[src/sv/xsprng_pkg.sv]
`timescale 1ns / 1ps
// ----------------------------------------------------------------------------
// xsprng_pkg
// Shared types and constants of the eight-lane xoshiro / sfc generator:
// beat payloads, per-lane control, function and algorithm codes, rotations.
// ----------------------------------------------------------------------------
package xsprng_pkg;

    // Function codes of an input beat
    localparam logic FUNC_DRAW = 1'b0;
    localparam logic FUNC_LOAD = 1'b1;

    // Algorithm codes (code 3 runs the sfc64 step)
    localparam logic [1:0] ALGO_PLUSPLUS = 2'd0;
    localparam logic [1:0] ALGO_STARSTAR = 2'd1;
    localparam logic [1:0] ALGO_SFC      = 2'd2;

    // State word selectors of a load
    localparam logic [1:0] WORD_ZERO  = 2'd0;
    localparam logic [1:0] WORD_ONE   = 2'd1;
    localparam logic [1:0] WORD_TWO   = 2'd2;
    localparam logic [1:0] WORD_THREE = 2'd3;

    // Rotation and shift amounts
    localparam int ROT_PP     = 23;
    localparam int ROT_SS     = 7;
    localparam int ROT_STATE  = 45;
    localparam int SHL_STATE  = 17;
    localparam int SHR_SFC    = 11;
    localparam int ROT_SFC    = 24;

    // Input beat payload
    typedef struct packed {
        logic        func;
        logic [1:0]  word_select;
        logic [2:0]  lane_index;
        logic [63:0] load_value;
    } t_in_item;

    // Result beat payload
    typedef struct packed {
        logic [63:0] random_value;
        logic [2:0]  lane;
        logic        last;
    } t_out_item;

    // Control handed to one lane each cycle
    typedef struct packed {
        logic        draw;
        logic        load;
        logic [1:0]  algorithm;
        logic [1:0]  word_select;
        logic [63:0] load_value;
    } t_lane_ctrl;

    // Rotate a 64-bit word left by a constant amount (1..63)
    function automatic logic [63:0] rotl64(input logic [63:0] x, input int k);
        return (x << k) | (x >> (64 - k));
    endfunction

endpackage

[src/sv/xsprng_lane.sv]
`timescale 1ns / 1ps
// ----------------------------------------------------------------------------
// xsprng_lane
// One generator lane: four 64-bit state words, the result of the current
// state for the selected algorithm, the state step on a draw and seeding.
// ----------------------------------------------------------------------------
module xsprng_lane (
    input  logic                    i_clk,
    input  logic                    i_rst_n,
    input  xsprng_pkg::t_lane_ctrl  i_ctrl,
    output logic [63:0]             o_result
);

    logic [63:0] r_w0, r_w1, r_w2, r_w3;
    logic [63:0] n_w0, n_w1, n_w2, n_w3;

    logic [63:0] pp_sum;
    logic [63:0] ss_mul5;
    logic [63:0] ss_rot;
    logic [63:0] res_pp;
    logic [63:0] res_ss;
    logic [63:0] res_sfc;
    logic [63:0] xs_w0, xs_w1, xs_w2, xs_w3;

    // Form the result of each algorithm from the current state
    always_comb begin
        pp_sum  = r_w0 + r_w3;
        res_pp  = xsprng_pkg::rotl64(pp_sum, xsprng_pkg::ROT_PP) + r_w0;
        ss_mul5 = r_w1 + (r_w1 << 2);
        ss_rot  = xsprng_pkg::rotl64(ss_mul5, xsprng_pkg::ROT_SS);
        res_ss  = ss_rot + (ss_rot << 3);
        res_sfc = r_w0 + r_w1 + r_w3;
    end

    // Pick the result for the active algorithm
    always_comb begin
        case (i_ctrl.algorithm)
            xsprng_pkg::ALGO_PLUSPLUS: o_result = res_pp;
            xsprng_pkg::ALGO_STARSTAR: o_result = res_ss;
            default:                   o_result = res_sfc;
        endcase
    end

    // Shared xoshiro256 state update
    always_comb begin
        xs_w2 = r_w2 ^ r_w0;
        xs_w3 = r_w3 ^ r_w1;
        xs_w1 = r_w1 ^ xs_w2;
        xs_w0 = r_w0 ^ xs_w3;
        xs_w2 = xs_w2 ^ (r_w1 << xsprng_pkg::SHL_STATE);
        xs_w3 = xsprng_pkg::rotl64(xs_w3, xsprng_pkg::ROT_STATE);
    end

    // Advance on a draw, write one word on a load, else hold
    always_comb begin
        n_w0 = r_w0;
        n_w1 = r_w1;
        n_w2 = r_w2;
        n_w3 = r_w3;
        if (i_ctrl.draw) begin
            if (i_ctrl.algorithm[1]) begin
                n_w0 = r_w1 ^ (r_w1 >> xsprng_pkg::SHR_SFC);
                n_w1 = r_w2 + (r_w2 << 3);
                n_w2 = xsprng_pkg::rotl64(r_w2, xsprng_pkg::ROT_SFC) + res_sfc;
                n_w3 = r_w3 + 64'd1;
            end else begin
                n_w0 = xs_w0;
                n_w1 = xs_w1;
                n_w2 = xs_w2;
                n_w3 = xs_w3;
            end
        end else if (i_ctrl.load) begin
            case (i_ctrl.word_select)
                xsprng_pkg::WORD_ZERO:  n_w0 = i_ctrl.load_value;
                xsprng_pkg::WORD_ONE:   n_w1 = i_ctrl.load_value;
                xsprng_pkg::WORD_TWO:   n_w2 = i_ctrl.load_value;
                xsprng_pkg::WORD_THREE: n_w3 = i_ctrl.load_value;
                default:                n_w3 = i_ctrl.load_value;
            endcase
        end
    end

    // State words start from zero until seeded
    always_ff @(posedge i_clk) begin
        if (!i_rst_n) begin
            r_w0 <= '0;
            r_w1 <= '0;
            r_w2 <= '0;
            r_w3 <= '0;
        end else begin
            r_w0 <= n_w0;
            r_w1 <= n_w1;
            r_w2 <= n_w2;
            r_w3 <= n_w3;
        end
    end

endmodule

[config.mk]
export PLATFORM = sky130hd
export DESIGN_NAME = xsprng_lane
export DESIGN_NICKNAME = d
export VERILOG_FILES = /design/src/sv/xsprng_pkg.sv /design/src/sv/xsprng_lane.sv
export SDC_FILE = /design/constraint.sdc
export NUM_CORES = 2
export LEC_CHECK = 0
export BUFFER_PORTS_ARGS = -buffer_cell sky130_fd_sc_hd__buf_2
export CORE_MARGIN = 10
export CORE_UTILIZATION = 30
export CTS_CLUSTER_DIAMETER = 80
export DETAILED_ROUTE_END_ITERATION = 16
export SYNTH_ARGS = -nofsm -noshare
export SYNTH_HDL_FRONTEND = slang
export SYNTH_SLANG_ARGS = --single-unit
[constraint.sdc]
create_clock -name i_clk -period 11.6 [get_ports i_clk]
set_input_delay 0.58 -clock i_clk [delete_from_list [all_inputs] [get_ports i_clk]]
set_output_delay 0.58 -clock i_clk [all_outputs]
set_load 0.02 [all_outputs]
Yosys cells after proc, flatten, opt, wreduce, memory -nomap -nowiden:

Cells that the tools add are included.
W data, S select, Z words.

* bits in writable memories: 0
* memory bits (read-only): 0
* memories kept: 0
* output and inout bits: 64
* latch bits: 0
* register bits: 256
* word-level logic and storage cells: 55

* reduce and logical (&&, ||, !) cells: 11
* shifts and indexed selects: 0
* multiplexer cells: 17
* multiply operators: 0
* bitwise gates (word level): 10
* div/mod/pow operators: 0
* add/subtract/negate cells: 9
* magnitude comparators: 0
* equal/unequal tests: 4

Operators by type and width (number)
* $mux W64: 16
* $add A64 B64 Y64: 8
* $xor A64 B64 Y64: 5
* $pmux W64 S2: 1
* $add A64 B1 Y64 const B: 1
* $or A64 B23 Y64: 1
* $or A64 B24 Y64: 1
* $or A64 B45 Y64: 1
* $or A64 B7 Y64: 1
* $xor A64 B53 Y64: 1
* $reduce_bool A2 Y1: 5
* $reduce_and A2 Y1: 4
* $eq A2 B1 Y1 const B: 2
* $eq A2 B2 Y1 const B: 2
* $logic_not A2 Y1: 2

Depth between registers and ports, before layout:

* word-level depth: 5
* depth in mapped cells: 30

Worst setup path before layout:

No wires, ideal clock.

* kind: register to output
* from: reg r_w1[6]
* to: out o_result[44]
* arrival time: 6021 ps
* path slack: 4999 ps
* cell stages (with the launch flop): 26
* path buffers: 0
* data required time: 11020 ps
* cell sequence: dfxtp_1 ha_1 a2111oi_0 o21ai_1 a31oi_1 or3_1 a21o_1 a21oi_1 a221o_1 a211oi_2 nor2_1 a211oi_2 a21oi_1 xnor2_1 ha_1 o21a_1 a211oi_1 or4_4 a2111oi_4 o311a_2 nor2_2 o31a_1 o21ai_4 a21oi_1 xor2_1 a222oi_1

* word-level cells in the longest chain between the ends: 4
* elaborated cells between the ends (all ways): 6
* classes of those cells: add/sub: 4; mux: 1; bitwise: 1

Ends and longest elaborated chain
* start: declaration: RTL line xsprng_lane.sv:14 `logic [63:0] r_w0, r_w1, r_w2, r_w3;`
* start signal: assignment: RTL line xsprng_lane.sv:92 `r_w1 <= n_w1;`
* $add A64 B64 Y64: RTL line xsprng_lane.sv:29 `ss_mul5 = r_w1 + (r_w1 << 2);`
* $or A64 B7 Y64: RTL line xsprng_pkg.sv:58 `return (x << k) | (x >> (64 - k));`
* $add A64 B64 Y64: RTL line xsprng_lane.sv:31 `res_ss = ss_rot + (ss_rot << 3);`
* $pmux W64 S2 *: RTL line xsprng_lane.sv:37 `case (i_ctrl.algorithm)`
* end: declaration: RTL line xsprng_lane.sv:11 `output logic [63:0] o_result`

Mark *: on every way between the ends. The rest lies on a longest branch, timed or not.

Final worst setup path:

* from: reg r_w1[6]
* to: out o_result[63]

Same word-level chain as after synthesis.

==> flow_summary.ini <==
[finish]
fillerInstances = 16100
regArea_mm2 = 0.00512
drive_gt1_share_pct = 6.23
area_delta_synth_final_pct = 8.41
layout.nets = 6799
multi_input_area_mm2 = 0.0365

[cts]
h-tree-depth = 2
cts_buffers = 36
clock_latency_ns = 0.60
ctsResizeCount = 0
clk_path_buf_depth = 3
clk_pin_slew_ns = 0.06
postCtsHoldBufs = 0
cts.sinks = 256
root_buffer = clkbuf_16
cts_tree = done
post_cts.repair.setup_buffers = 0

[synth]
ys.flop_type = dfxtp_1
synthCells = 6315
synth-edff-count = 0
synth_common_cells = a21oi_1, nand2_1, nor2_1, xnor2_1, ha_1
ys_seq_elements = 256
synth_top_cell_by_area = ha_1
synth_nets = 6899
seq_area_frac_synth_pct = 11.5
async_flop_share_pct = 0
postSynthAreaPerCell_um2 = 7.07
yosysMostFrequentCell = a21oi_1
synth.cell_area_mm2 = 0.0446
synth_top_area_share_pct = 12.4
ys_warn_count = 0
synthDistinctLibCells = 107
synth_area_leaders = ha_1, dfxtp_1, xnor2_1

[routing]
avgRoutedWirePerCell_um = 32.8
drt_pass1_iterations = 5
drt_iter0_drc = 6365
drtAntennaViolNets = 0
via_count = 50500
drc = 0
wl_mm = 268
viasPerCell = 6.17

[global_route]
overflow = 0
grtUsageMet2_pct = 46.3
grt_first_pass_wirelength_mm = 366
first_global_vias = 47100
grt_max_degree = 199
antenna_found_initial = 25
grtUsageMet1_pct = 40.8
globalRouteTotalUtil_pct = 30.9
use_met3_pct = 4.90
grt.busiest_layer = met2

[worst_setup_path]
regToRegStartpoint = r_w1[10]$_SDFFE_PN0P_
cp_data_arrival_time_ns = 9.51
crit_slowest_cell = dfxtp_1
reg2reg_slack_ns = 2.94
critPathRequiredTime_ns = 11.02
path_class = register to output port
critical_path.max_stage_delay_ns = 0.85
rr_worst_depth = 26
worstSetupEndpointType = output port
critPathLaunchType = register
r2r-end = r_w2[61]$_SDFFE_PN0P_
path_max_fanout = 7

[floorplan]
initial_core_util_pct = 30.2
die_w_um = 406
row_count = 141
fp.dieH_um = 406
die-area_mm2 = 0.165
coreArea_mm2 = 0.148
ios = 136

[min_path]
holdCritStartpoint = i_ctrl[6]
whs_path_depth = 3
hold_class = input pin to register
hold_end = r_w2[6]$_SDFFE_PN0P_

[sta]
post-route-period-util_pct = 87.0
rsz0062_at_grt = false
fmax_mhz = 99.1
final.setup.tns_ns = 0
max_slew_margin_pct = -1.11
worst_pin_slew_ns = 1.51
fin_crit_ns = 10.09
clock_skew_ns = 0.0334
hold_viol = 0
slew_viol_final = 4
setup_viol = 0
whs_ns = 0.348

[placement]
io_buffer_count = 135
dp_hpwl_mm = 221
gp_congestion = 1.02

[power_and_ir_drop]
p_sw_mw = 5.99
power_density_mw_per_mm2 = 209
peakVddDrop_mv = 0.0912
internal_power_mw = 4.14
p_comb_share_pct = 73.5
clkPwrFrac_pct = 11.9
leakage_nw = 22.3
p_sw_share_pct = 59.1
pwr-share-seq_pct = 14.6

[flow_run]
drv_cap = 2

[status]
status = finished, violations left
violations = capacitance limit, slew limit
==> how the worst max path moves through the flow <==
stage	to	depth (start not counted)	startpoint
2_1_floorplan	o_result[44]	25	r_w1[6]$_SDFFE_PN0P_
3_5_place_dp	o_result[50]	27	r_w1[6]$_SDFFE_PN0P_
4_1_cts	o_result[50]	27	r_w1[6]$_SDFFE_PN0P_
6_report	o_result[63]	29	r_w1[6]$_SDFFE_PN0P_
5_1_grt	o_result[59]	28	r_w1[6]$_SDFFE_PN0P_
3_3_place_gp	o_result[57]	27	r_w1[2]$_SDFFE_PN0P_
==> stage by stage <==
step                util [%]  cells  worst slack (ns)  area (um2)  power (mW)
CTS                     32.7   8173              1.65       48400        9.86
global placement        31.9   8107              2.27       47200        8.68
detailed placement      31.9   8107              2.32       47200        8.63
global route            32.7   8174              1.16       48400        10.5
finish                  32.7   8181              1.51       48400        10.1
floorplan                  -   6315              5.00       44600        5.80
==> per-layer routing <==
metal  share of wire, %  routed length [um]  vias to the layer above
li1                   -                   -                    22300
met1                 41              111000                    24600
met2                 42              112000                     3024
met3                9.3               25000                      560
met4                7.7               20700                        4
met5             0.0078                  21                        -
==> state kept, by name, summed over array words and instances (netlist names) <==
| name | cells |
|---|---|
| r_w0 | 64 |
| r_w3 | 64 |
| r_w2 | 64 |
| r_w1 | 64 |
==> area by class of cell <==
cell class	count	area share (%)
multi-input combinational	5254	75.5
sequential	256	10.6
tap	1930	4.99
inverter	436	3.40
timing repair buffer	231	3.01
clock buffer	49	2.04
clock inverter	17	0.432
antenna	8	0.0414
==> power groups by stage <==
| stage | Clock, mW | Sequential (mW) | Combinational, mW |
|---|---|---|---|
| after floorplan | 0 | 1.16 | 4.65 |
| after global placement | 0 | 1.46 | 7.22 |
| after detailed placement | 0 | 1.46 | 7.17 |
| after CTS | 1.21 | 1.44 | 7.21 |
| after global routing | 1.23 | 1.45 | 7.86 |
| final | 1.21 | 1.48 | 7.45 |
==> cells in the final DEF (no fill, tap or decap), types with 20 or more instances in the layout <==
| cell type | netlist | layout |
|---|---|---|
| nand3_1 | 94 | 93 |
| a311oi_1 | 52 | 52 |
| nand2b_1 | 45 | 45 |
| a211oi_1 | 219 | 219 |
| nor2_1 | 557 | 553 |
| buf_4 | 0 | 94 |
| nor3_1 | 70 | 70 |
| buf_2 | 7 | 132 |
| a21oi_1 | 667 | 667 |
| dfxtp_1 | 256 | 256 |
| nand4_1 | 96 | 96 |
| o211ai_1 | 25 | 25 |
| nand2_1 | 622 | 622 |
| nor2b_1 | 49 | 49 |
| or3_1 | 21 | 21 |
| xor2_1 | 252 | 252 |
| clkbuf_16 | 0 | 36 |
| o31ai_1 | 25 | 25 |
| a221oi_1 | 20 | 20 |
| a21o_1 | 287 | 287 |
| o21ai_0 | 377 | 377 |
| and3_1 | 55 | 55 |
| o21ai_1 | 40 | 39 |
| fa_1 | 70 | 70 |
| o221ai_1 | 34 | 34 |
| o21a_1 | 44 | 44 |
| and2_1 | 24 | 24 |
| xnor2_1 | 492 | 491 |
| a31oi_1 | 68 | 68 |
| o21bai_1 | 90 | 90 |
| ha_1 | 442 | 442 |
| inv_1 | 433 | 432 |
| mux2i_1 | 136 | 136 |
==> kinds of logic after synthesis <==
logic type	count (synthesis)	synth area share, %
compound gates	2129	30.8
xor+xnor	744	14.6
fa+ha+maj	512	15.5
buf+inv	805	6.81
flops	256	11.5
mux	151	3.43
simple gates	1718	17.3
==> worst max-delay path: cells and delay by family, from the launching register on <==
| family | cells | cell delay, ns |
|---|---|---|
| AOI/OAI and AO/OA | 19 | 5.56 |
| and+or+nand+nor | 2 | 0.46 |
| adders and majority gates | 3 | 1.14 |
| DFF | 1 | 0.85 |
| xor gates and xnor gates | 2 | 0.39 |
| buffers and inverters | 3 | 0.49 |
No activity file was read; power rests on OpenSTA's default activity.
